==> src/design/drl_pkg.sv <==
// Package with widths, register indexes and shared types of the ratio limiter.
package drl_pkg;

    localparam int CMD_W      = 16;
    localparam int MAG_W      = CMD_W + 1;
    localparam int LIM_W      = 14;
    localparam int PROD_W     = 31;
    localparam int QUO_W      = 16;
    localparam int BIT_W      = 4;
    localparam int STEP_BITS  = 2;
    localparam int DIV_STAGES = QUO_W / STEP_BITS;
    localparam int CFG_IDX_W  = 1;

    localparam logic [CFG_IDX_W-1:0] REG_MIN_MAG = 1'b0;
    localparam logic [CFG_IDX_W-1:0] REG_MAX_MAG = 1'b1;

    localparam logic [LIM_W-1:0] MIN_MAG_RESET = 14'd0;
    localparam logic [LIM_W-1:0] MAX_MAG_RESET = 14'd12000;

    localparam logic [QUO_W:0] POS_LIMIT = 17'd32767;
    localparam logic [QUO_W:0] NEG_LIMIT = 17'd32768;

    typedef enum logic {
        OP_FLOOR   = 1'b0,
        OP_CEILING = 1'b1
    } t_op;

    // Fields that ride along unchanged to the output stage
    typedef struct packed {
        logic                    adj;
        logic                    pick_left;
        logic signed [CMD_W-1:0] fix;
        logic signed [CMD_W-1:0] left;
        logic signed [CMD_W-1:0] right;
    } t_pass;

    // Divisor is a full magnitude: a ceiling side of -32768 has magnitude 32768
    typedef struct packed {
        logic [PROD_W-1:0] rem;
        logic [MAG_W-1:0]  dvsr;
        logic [QUO_W-1:0]  quo;
        logic              ovf;
        logic              neg;
        t_pass             pass;
    } t_div_item;

    // One restoring step: try subtracting the divisor shifted to bit pos
    function automatic t_div_item div_step(t_div_item x, logic [BIT_W-1:0] pos);
        t_div_item   y;
        logic [31:0] trial;
        logic [31:0] cur;
        y     = x;
        trial = 32'(x.dvsr) << pos;
        cur   = 32'(x.rem);
        if (cur >= trial) begin
            y.rem      = PROD_W'(cur - trial);
            y.quo[pos] = 1'b1;
        end
        return y;
    endfunction

    function automatic logic [MAG_W-1:0] mag(logic signed [CMD_W-1:0] v);
        logic signed [MAG_W-1:0] w;
        w = MAG_W'(v);
        return v[CMD_W-1] ? MAG_W'(-w) : MAG_W'(w);
    endfunction

endpackage

==> src/design/drl_ifs.sv <==
// Channel interfaces: command input, result output and register write port.
interface drl_cmd_if;
    logic                                valid;
    logic                                ready;
    logic                                op;
    logic signed [drl_pkg::CMD_W-1:0]    left_in;
    logic signed [drl_pkg::CMD_W-1:0]    right_in;
    modport source (output valid, op, left_in, right_in, input ready);
    modport sink   (input valid, op, left_in, right_in, output ready);
endinterface

interface drl_res_if;
    logic                                valid;
    logic                                ready;
    logic signed [drl_pkg::CMD_W-1:0]    left_out;
    logic signed [drl_pkg::CMD_W-1:0]    right_out;
    logic                                adjusted;
    modport source (output valid, left_out, right_out, adjusted, input ready);
    modport sink   (input valid, left_out, right_out, adjusted, output ready);
endinterface

interface drl_cfg_if;
    logic                                valid;
    logic                                ready;
    logic [drl_pkg::CFG_IDX_W-1:0]       index;
    logic [drl_pkg::LIM_W-1:0]           data;
    modport source (output valid, index, data, input ready);
    modport sink   (input valid, index, data, output ready);
endinterface

==> src/design/drl_divider.sv <==
// Pipelined restoring divider with overflow detect, two quotient bits per stage.
module drl_divider (
    input  logic                i_clk,
    input  logic                i_rst_n,
    input  logic                i_valid,
    output logic                o_ready,
    input  drl_pkg::t_div_item  i_item,
    output logic                o_valid,
    input  logic                i_ready,
    output drl_pkg::t_div_item  o_item
);

    localparam int N = drl_pkg::DIV_STAGES;

    logic               r_v    [0:N];
    drl_pkg::t_div_item r_item [0:N];
    logic               adv    [0:N];
    drl_pkg::t_div_item n_item [0:N];

    always_comb begin
        adv[N] = !r_v[N] || i_ready;
        for (int k = N - 1; k >= 0; k--) begin
            adv[k] = !r_v[k] || adv[k+1];
        end
    end

    // Entry stage flags a quotient that will not fit in QUO_W bits
    always_comb begin
        n_item[0]     = i_item;
        n_item[0].quo = '0;
        n_item[0].ovf = {2'b0, i_item.rem} >= {i_item.dvsr, {drl_pkg::QUO_W{1'b0}}};
    end

    for (genvar k = 1; k <= N; k++) begin : g_step
        always_comb begin
            n_item[k] = r_item[k-1];
            for (int j = 0; j < drl_pkg::STEP_BITS; j++) begin
                n_item[k] = drl_pkg::div_step(n_item[k],
                    drl_pkg::BIT_W'(drl_pkg::QUO_W - 1 - drl_pkg::STEP_BITS * (k - 1) - j));
            end
        end
    end

    for (genvar k = 0; k <= N; k++) begin : g_reg
        always_ff @(posedge i_clk) begin
            if (!i_rst_n) begin
                r_v[k] <= 1'b0;
            end else if (adv[k]) begin
                r_v[k] <= (k == 0) ? i_valid : r_v[(k == 0) ? 0 : k - 1];
            end
            if (adv[k]) begin
                r_item[k] <= n_item[k];
            end
        end
    end

    assign o_ready = adv[0];
    assign o_valid = r_v[N];
    assign o_item  = r_item[N];

endmodule

==> src/design/differential_drive_ratio_limiter.sv <==
// Top level of the differential drive ratio limiter.
// Takes one left/right command pair per cycle and returns one result per pair,
// in order, keeping the left-to-right ratio while the floor (op 0) or ceiling
// (op 1) moves one side to +/- the configured magnitude. Sustained rate is one
// pair per cycle when not stalled; the stages are decode, multiply, an overflow
// check, eight divide stages of two quotient bits each, and the output register.
// The 16-bit restoring divide sets the depth. Stalls back up stage by stage, so
// bubbles are absorbed and new pairs are taken while a result waits. Register
// writes complete in the cycle they are offered and belong between transactions.
module differential_drive_ratio_limiter (
    input  logic       i_clk,
    input  logic       i_rst_n,
    drl_cmd_if.sink    i_cmd,
    drl_res_if.source  o_res,
    drl_cfg_if.sink    i_cfg
);

    typedef struct packed {
        logic [drl_pkg::MAG_W-1:0] other_mag;
        logic [drl_pkg::MAG_W-1:0] side_mag;
        logic [drl_pkg::LIM_W-1:0] lim;
        logic                      neg;
        drl_pkg::t_pass            pass;
    } t_s1;

    typedef struct packed {
        logic signed [drl_pkg::CMD_W-1:0] left_out;
        logic signed [drl_pkg::CMD_W-1:0] right_out;
        logic                             adjusted;
    } t_res;

    logic [drl_pkg::LIM_W-1:0] r_min_mag;
    logic [drl_pkg::LIM_W-1:0] r_max_mag;

    logic               r_s1_v, r_s2_v, r_out_v;
    t_s1                r_s1, n_s1;
    drl_pkg::t_div_item r_s2, n_s2;
    t_res               r_out, n_out;

    logic               adv_s1, adv_s2, adv_out;
    logic               div_in_ready, div_out_valid;
    drl_pkg::t_div_item div_out;

    // Register writes
    assign i_cfg.ready = 1'b1;

    always_ff @(posedge i_clk) begin
        if (!i_rst_n) begin
            r_min_mag <= drl_pkg::MIN_MAG_RESET;
            r_max_mag <= drl_pkg::MAX_MAG_RESET;
        end else if (i_cfg.valid) begin
            unique case (i_cfg.index)
                drl_pkg::REG_MIN_MAG: r_min_mag <= i_cfg.data;
                drl_pkg::REG_MAX_MAG: r_max_mag <= i_cfg.data;
                default: ;
            endcase
        end
    end

    // Stage handshake, from the output back to the input
    assign adv_out     = !r_out_v || o_res.ready;
    assign adv_s2      = !r_s2_v || div_in_ready;
    assign adv_s1      = !r_s1_v || adv_s2;
    assign i_cmd.ready = adv_s1;

    // Decode: pick the side that moves to the limit
    always_comb begin
        logic [drl_pkg::MAG_W-1:0] al, ar, m17;
        logic [drl_pkg::LIM_W-1:0] m;
        logic                      pick_l, pick_r, side_neg;
        al  = drl_pkg::mag(i_cmd.left_in);
        ar  = drl_pkg::mag(i_cmd.right_in);
        m   = (i_cmd.op == drl_pkg::OP_CEILING) ? r_max_mag : r_min_mag;
        m17 = drl_pkg::MAG_W'(m);
        if (i_cmd.op == drl_pkg::OP_FLOOR) begin
            pick_l = (al <= ar) && (i_cmd.left_in != '0) && (al < m17);
            pick_r = (ar < al) && (i_cmd.right_in != '0) && (ar < m17);
        end else begin
            pick_l = (al >= ar) && (al > m17);
            pick_r = (ar > al) && (ar > m17);
        end
        side_neg            = pick_l ? i_cmd.left_in[drl_pkg::CMD_W-1]
                                     : i_cmd.right_in[drl_pkg::CMD_W-1];
        n_s1.pass.adj       = pick_l || pick_r;
        n_s1.pass.pick_left = pick_l;
        n_s1.pass.fix       = side_neg ? drl_pkg::CMD_W'(16'd0 - 16'(m)) : 16'(m);
        n_s1.pass.left      = i_cmd.left_in;
        n_s1.pass.right     = i_cmd.right_in;
        n_s1.other_mag      = pick_l ? ar : al;
        n_s1.side_mag       = pick_l ? al : ar;
        n_s1.lim            = m;
        n_s1.neg            = pick_l ? i_cmd.right_in[drl_pkg::CMD_W-1]
                                     : i_cmd.left_in[drl_pkg::CMD_W-1];
    end

    // Multiply: |other| * limit
    always_comb begin
        n_s2.rem  = drl_pkg::PROD_W'(drl_pkg::PROD_W'(r_s1.other_mag)
                                     * drl_pkg::PROD_W'(r_s1.lim));
        n_s2.dvsr = r_s1.side_mag;
        n_s2.quo  = '0;
        n_s2.ovf  = 1'b0;
        n_s2.neg  = r_s1.neg;
        n_s2.pass = r_s1.pass;
    end

    always_ff @(posedge i_clk) begin
        if (!i_rst_n) begin
            r_s1_v <= 1'b0;
            r_s2_v <= 1'b0;
        end else begin
            if (adv_s1) r_s1_v <= i_cmd.valid;
            if (adv_s2) r_s2_v <= r_s1_v;
        end
        if (adv_s1) r_s1 <= n_s1;
        if (adv_s2) r_s2 <= n_s2;
    end

    drl_divider u_div (
        .i_clk   (i_clk),
        .i_rst_n (i_rst_n),
        .i_valid (r_s2_v),
        .o_ready (div_in_ready),
        .i_item  (r_s2),
        .o_valid (div_out_valid),
        .i_ready (adv_out),
        .o_item  (div_out)
    );

    // Apply sign, saturate and put the pair back together
    always_comb begin
        logic [drl_pkg::QUO_W:0]          q;
        logic signed [drl_pkg::CMD_W-1:0] scaled;
        q = {1'b0, div_out.quo};
        if (div_out.neg) begin
            if (div_out.ovf || q > drl_pkg::NEG_LIMIT) begin
                scaled = {1'b1, {(drl_pkg::CMD_W-1){1'b0}}};
            end else begin
                scaled = drl_pkg::CMD_W'(17'd0 - q);
            end
        end else begin
            if (div_out.ovf || q > drl_pkg::POS_LIMIT) begin
                scaled = {1'b0, {(drl_pkg::CMD_W-1){1'b1}}};
            end else begin
                scaled = drl_pkg::CMD_W'(q);
            end
        end
        n_out.adjusted = div_out.pass.adj;
        if (!div_out.pass.adj) begin
            n_out.left_out  = div_out.pass.left;
            n_out.right_out = div_out.pass.right;
        end else if (div_out.pass.pick_left) begin
            n_out.left_out  = div_out.pass.fix;
            n_out.right_out = scaled;
        end else begin
            n_out.left_out  = scaled;
            n_out.right_out = div_out.pass.fix;
        end
    end

    always_ff @(posedge i_clk) begin
        if (!i_rst_n) begin
            r_out_v <= 1'b0;
        end else if (adv_out) begin
            r_out_v <= div_out_valid;
        end
        if (adv_out) r_out <= n_out;
    end

    assign o_res.valid     = r_out_v;
    assign o_res.left_out  = r_out.left_out;
    assign o_res.right_out = r_out.right_out;
    assign o_res.adjusted  = r_out.adjusted;

endmodule
==> src/flat_wrapper.sv <==
// flat-port wrapper written by rule: the top's interface ports become plain ports
module differential_drive_ratio_limiter_flat 
  (i_clk, i_rst_n, i_cmd_valid, i_cmd_op, i_cmd_left_in, i_cmd_right_in, i_cmd_ready, o_res_valid, o_res_left_out, o_res_right_out, o_res_adjusted, o_res_ready, i_cfg_valid, i_cfg_index, i_cfg_data, i_cfg_ready);
  drl_cmd_if i_cmd_i ();
  drl_res_if o_res_i ();
  drl_cfg_if i_cfg_i ();
  input  logic i_clk;
  input  logic i_rst_n;
  input wire logic [$bits(i_cmd_i.valid)-1:0] i_cmd_valid;
  input wire logic [$bits(i_cmd_i.op)-1:0] i_cmd_op;
  input wire logic [$bits(i_cmd_i.left_in)-1:0] i_cmd_left_in;
  input wire logic [$bits(i_cmd_i.right_in)-1:0] i_cmd_right_in;
  output wire logic [$bits(i_cmd_i.ready)-1:0] i_cmd_ready;
  output wire logic [$bits(o_res_i.valid)-1:0] o_res_valid;
  output wire logic [$bits(o_res_i.left_out)-1:0] o_res_left_out;
  output wire logic [$bits(o_res_i.right_out)-1:0] o_res_right_out;
  output wire logic [$bits(o_res_i.adjusted)-1:0] o_res_adjusted;
  input wire logic [$bits(o_res_i.ready)-1:0] o_res_ready;
  input wire logic [$bits(i_cfg_i.valid)-1:0] i_cfg_valid;
  input wire logic [$bits(i_cfg_i.index)-1:0] i_cfg_index;
  input wire logic [$bits(i_cfg_i.data)-1:0] i_cfg_data;
  output wire logic [$bits(i_cfg_i.ready)-1:0] i_cfg_ready;
  assign i_cmd_i.valid = i_cmd_valid;
  assign i_cmd_i.op = i_cmd_op;
  assign i_cmd_i.left_in = i_cmd_left_in;
  assign i_cmd_i.right_in = i_cmd_right_in;
  assign i_cmd_ready = i_cmd_i.ready;
  assign o_res_valid = o_res_i.valid;
  assign o_res_left_out = o_res_i.left_out;
  assign o_res_right_out = o_res_i.right_out;
  assign o_res_adjusted = o_res_i.adjusted;
  assign o_res_i.ready = o_res_ready;
  assign i_cfg_i.valid = i_cfg_valid;
  assign i_cfg_i.index = i_cfg_index;
  assign i_cfg_i.data = i_cfg_data;
  assign i_cfg_ready = i_cfg_i.ready;
  differential_drive_ratio_limiter u_core (.i_clk(i_clk), .i_rst_n(i_rst_n), .i_cmd(i_cmd_i), .o_res(o_res_i), .i_cfg(i_cfg_i));
endmodule
==> config.mk <==
export PLATFORM = sky130hd
export DESIGN_NAME = differential_drive_ratio_limiter_flat
export DESIGN_NICKNAME = d
export VERILOG_FILES = /design/src/design/drl_pkg.sv /design/src/design/drl_ifs.sv /design/src/design/drl_divider.sv /design/src/design/differential_drive_ratio_limiter.sv /design/src/flat_wrapper.sv
export SDC_FILE = /design/constraint.sdc
export NUM_CORES = 2
export LEC_CHECK = 0
export BUFFER_PORTS_ARGS = -buffer_cell sky130_fd_sc_hd__buf_2
export CAP_MARGIN = 0
export CORE_MARGIN = 3
export CORE_UTILIZATION = 40
export DETAILED_ROUTE_END_ITERATION = 7
export GPL_TIMING_DRIVEN = 0
export SLEW_MARGIN = 40
export SYNTH_ARGS = -nofsm -noshare
export SYNTH_HDL_FRONTEND = slang
export SYNTH_HIERARCHICAL = 1
export SYNTH_SLANG_ARGS = --single-unit
==> constraint.sdc <==
create_clock -name i_clk -period 10.59 [get_ports i_clk]
set_input_delay 0.5295 -clock i_clk [delete_from_list [all_inputs] [get_ports i_clk]]
set_output_delay 0.5295 -clock i_clk [all_outputs]
set_load 0.05 [all_outputs]
# Word-level counts from Yosys, hierarchy flattened
# Memories as Yosys holds them, arrays and structs flattened.
# Cells that the tools add are included.
# classes
add_sub_neg	20
bitwise_logic	10
order_cmp	27
reduce_logical	37
mul	1
n_mux	93
# op_table
op	count
two-way mux 31 bit	16
two-way mux 17 bit	4
two-way mux 1 bit	66
two-way mux 32 bit	2
subtractor 31 bit	2
two-way mux 16 bit	3
> comparator 17 x 14 -> 1 bit	2
< comparator 17 x 14 -> 1 bit	2
negator 16 -> 17 bit	2
>= comparator 31 x 33 -> 1 bit	1
>= comparator 31 x 32 -> 1 bit	1
nonzero test 16 bit	2
>= comparator 31 x 17 -> 1 bit	1
>= comparator 31 x 18 -> 1 bit	1
>= comparator 31 x 19 -> 1 bit	1
>= comparator 31 x 20 -> 1 bit	1
>= comparator 31 x 21 -> 1 bit	1
>= comparator 31 x 22 -> 1 bit	1
>= comparator 31 x 23 -> 1 bit	1
>= comparator 31 x 24 -> 1 bit	1
>= comparator 31 x 25 -> 1 bit	1
>= comparator 31 x 26 -> 1 bit	1
>= comparator 31 x 27 -> 1 bit	1
>= comparator 31 x 28 -> 1 bit	1
33 further kinds	73
# word_totals
out_inout_bits	36
elab_cells	216
mem_count	2
ff_bits	260
inputBits	53
ramBits	1053
# mem_list
name	words	width	read_ports	rd_clocked_by_memory_dff	wr	line	source
u_core.u_div.r_item	9	116	9	0	9	drl_divider.sv:16	drl_pkg::t_div_item r_item [0:N];
u_core.u_div.r_v	9	1	9	0	9	drl_divider.sv:15	logic r_v [0:N];

# Longest topological paths before layout
# logic_depth
depth_word	15
ltp_mapped	30
depth_no_buf	26

# Modules after synthesis
# The synthesis kept the hierarchy.
# modules_own_cells
module	instances	area_per_inst_um2	cells_per_inst	seq_area_each_um2
drl_divider	1	49432.4	3930	29448.2
differential_drive_ratio_limiter	1	19852.8	1911	7467.2

# Worst setup path before layout
# No wires, ideal clock.
# synth_timing
path_type	reg2reg
start	register u_core.r_out_v, in the netlist u_core/o_res.valid, read port of u_core.u_div.r_v
end	register u_core.r_s1, in the netlist u_core/n_s2[0] (enable)
arrival_time_ps	11037
period_less_slack_ps	12048
path_buffers	1
setup_ps	1012
slack_ps	-1458
path_stages_with_launch	11
required_time_ps	9578
path_cell_list	dfxtp_1 -> nand2b_1 -> nor2b_1 -> and2_1 -> clkbuf_1 -> nand4_1 -> nor2_1 -> and3_1 -> nand2_1 -> nor2b_1 -> nand2_1
# synth_rtl
item	line	source
start, declared	differential_drive_ratio_limiter.sv:35	logic r_s1_v, r_s2_v, r_out_v;
end signal, assigned	differential_drive_ratio_limiter.sv:115	if (adv_s1) r_s1 <= n_s1;
end, declared	differential_drive_ratio_limiter.sv:36	t_s1 r_s1, n_s1;

==> metrics.yaml <==
drive_gt1_share_pct: 10.01
dp_slack_ps: 2872
critPathTopFamily: "compound AO/OA/AOI/OAI gates"
cts-root-buf: "clkbuf_16"
hold_viol: 0
core_mm2: 0.1652
first_pass_iters: 6
cts.sinks: 1192
yosysWarningCount: 6
cts_tree: "built"
rsz0062_at_grt: "no"
die_h_um: 413.9
slowest_stage: "buf_1"
worst_ep_required_time_ps: 11020
worstHoldStart: "i_cfg_data[5]"
die_w_um: 413.9
multi_input_area_mm2: 0.02812
reg2reg_from: "u_core/u_div/r_item[0][169]"
grtUsageMet2_pct: 30.96
cts_resized: 0
track_usage_pct: 18.28
end_kind: "register"
grt_max_degree: 80
setup_viol: 0
use_met1_pct: 24.36
place_hpwl_um: 122400
h-tree-depth: 3
reg2reg_slack_ps: 2910
synth_area_mm2: 0.06656
drv_slew: 0
gp_congestion: 0.9205
hold_class: "input pin to register"
grt_pass1_wl_um: 244700
cpPeakStageDelay_ps: 710
synth_cells: 5593
dpl.cell_count: 7897
die_area_mm2: 0.1713
post-cts-setup-buffer-count: 0
regArea_mm2: 0.03547
fin_crit_sh_pct: 72.57
via_per_inst: 5.207
drtAntennaViolNets: 0
drt-initial-drc-count: 2610
fin_cells: 8138
crit_fanout: 10
start_kind: "register"
holdWs_ps: 62.40
clockBufferDepth: 3
numCtsBuffers: 121
fin_crit_ps: 7685
nets: 6513
crit_buf_inv: 6
grt_pass1_vias: 42880
grt.overflow.total: 0
antenna_found_initial: 2
maxCapViolations: 0
io_buffers: 87
r2r_cells: 27
num_vias: 42370
fillCellCount: 15090
fmax_mhz: 130.1
ioPinCount: 89
wl_per_cell_um: 19.17
syn_to_final_growth_pct: 12.44
worstMarginPinSlew_ps: 875.6
floorplan.initialDensity_pct: 40.29
slew_headroom_pct: 41.63
min_path_cells: 3
gr-max-usage-layer: "met2"
r2r-end: "u_core/u_div/r_item[0][327]"
avgSynthCellArea_um2: 11.90
finClkSkew_ps: 83.28
use_met3_pct: 2.057
criticalPathCategory: "register to register"
clk_pin_slew_ps: 60
arrival_ps: 8120
drc_errors: 0
num_rows: 149
drt-total-wl_um: 156000
status: "finished, final reports clean"
holdPathEnd: "u_core/r_max_mag[5]"
clk_latency_ps: 770
final.setup.worst_slack_ps: 2905
[what timing repair did]
action                                  in CTS  in global routing
endpoints found under the setup margin       0                  0
endpoints found under the hold margin        7                  0
hold buffers                                 7                  0
[worst min-delay path: cells and delay by family]
| family | cells | cell delay, ps |
|---|---|---|
| buf+inv | 1 | 90 |
| simple gates | 2 | 100 |
[layout make-up]
class,instances,area share (%)
clock inverter,99,1.829
tap,2189,3.660
clock buffer,132,4.101
antenna,3,0.01003
inverter,530,2.712
sequential,1192,47.40
buffer,209,1.478
multi-input combinational,3665,37.57
timing repair buffer,119,1.235
[sequential cells by signal, indices dropped and copies added (netlist names)]
| register | cells |
|---|---|
| u_core/n_s2 | 66 |
| u_core/o_res.adjusted | 1 |
| u_core/o_res.left_out | 16 |
| u_core/o_res.right_out | 16 |
| u_core/o_res.valid | 1 |
| u_core/r_max_mag | 14 |
| u_core/r_min_mag | 14 |
| u_core/r_s1 | 31 |
| u_core/r_s1_v | 1 |
| u_core/r_s2 | 98 |
| u_core/r_s2_v | 1 |
| u_core/u_div/r_item | 924 |
| u_core/u_div/r_v | 9 |
[worst max path at each step]
stage	cells after the start	endpoint	startpoint	slack (ps)
2_1_floorplan	10	u_core/r_s2[0]	u_core/o_res.valid	580
3_3_place_gp	11	u_core/r_s2[93]	o_res_ready	-3180
6_report	27	u_core/u_div/r_item[0][327]	u_core/u_div/r_item[0][169]	2910
5_1_grt	27	u_core/u_div/r_item[0][213]	u_core/u_div/r_item[0][53]	2350
4_1_cts	22	u_core/u_div/r_item[0][788]	u_core/u_div/r_item[0][654]	2850
3_5_place_dp	24	u_core/u_div/r_item[0][788]	u_core/u_div/r_item[0][654]	2870
[layout by cell type, fill, tap and decap left out, types with 53 or more instances in the layout]
master and instances:
a21o_1 104, a21oi_1 313, and2_1 131, buf_2 101, buf_4 81, clkbuf_1 118
clkbuf_16 121, edfxtp_1 1160, fa_1 192, ha_1 430, inv_1 522, mux2_2 112
mux2i_1 56, nand2_1 517, nand3_1 79, nor2_1 263, nor2b_1 68, nor3_1 84
o21a_1 53, o21ai_0 233, xnor2_1 190, xor2_1 123
[layer usage]
layer | routed length, um | share of wire (%)
met4 | 5490 | 3.5
met5 | 0 | 0
met2 | 74860 | 48
met3 | 6303 | 4.0
met1 | 69390 | 44
[stage by stage]
step                      setup TNS (ps)  util [%]  instance area (um2)
after floorplan                        0         -                66570
after global placement          -1136410     42.23                69750
after detailed placement               0     42.57                70310
after CTS                              0     45.29                74820
after global routing                   0     45.30                74830
final                                  0     45.31                74840
Power is not shown: default switching activity piles up to over one toggle a cycle in this logic, so the estimate is an artifact.
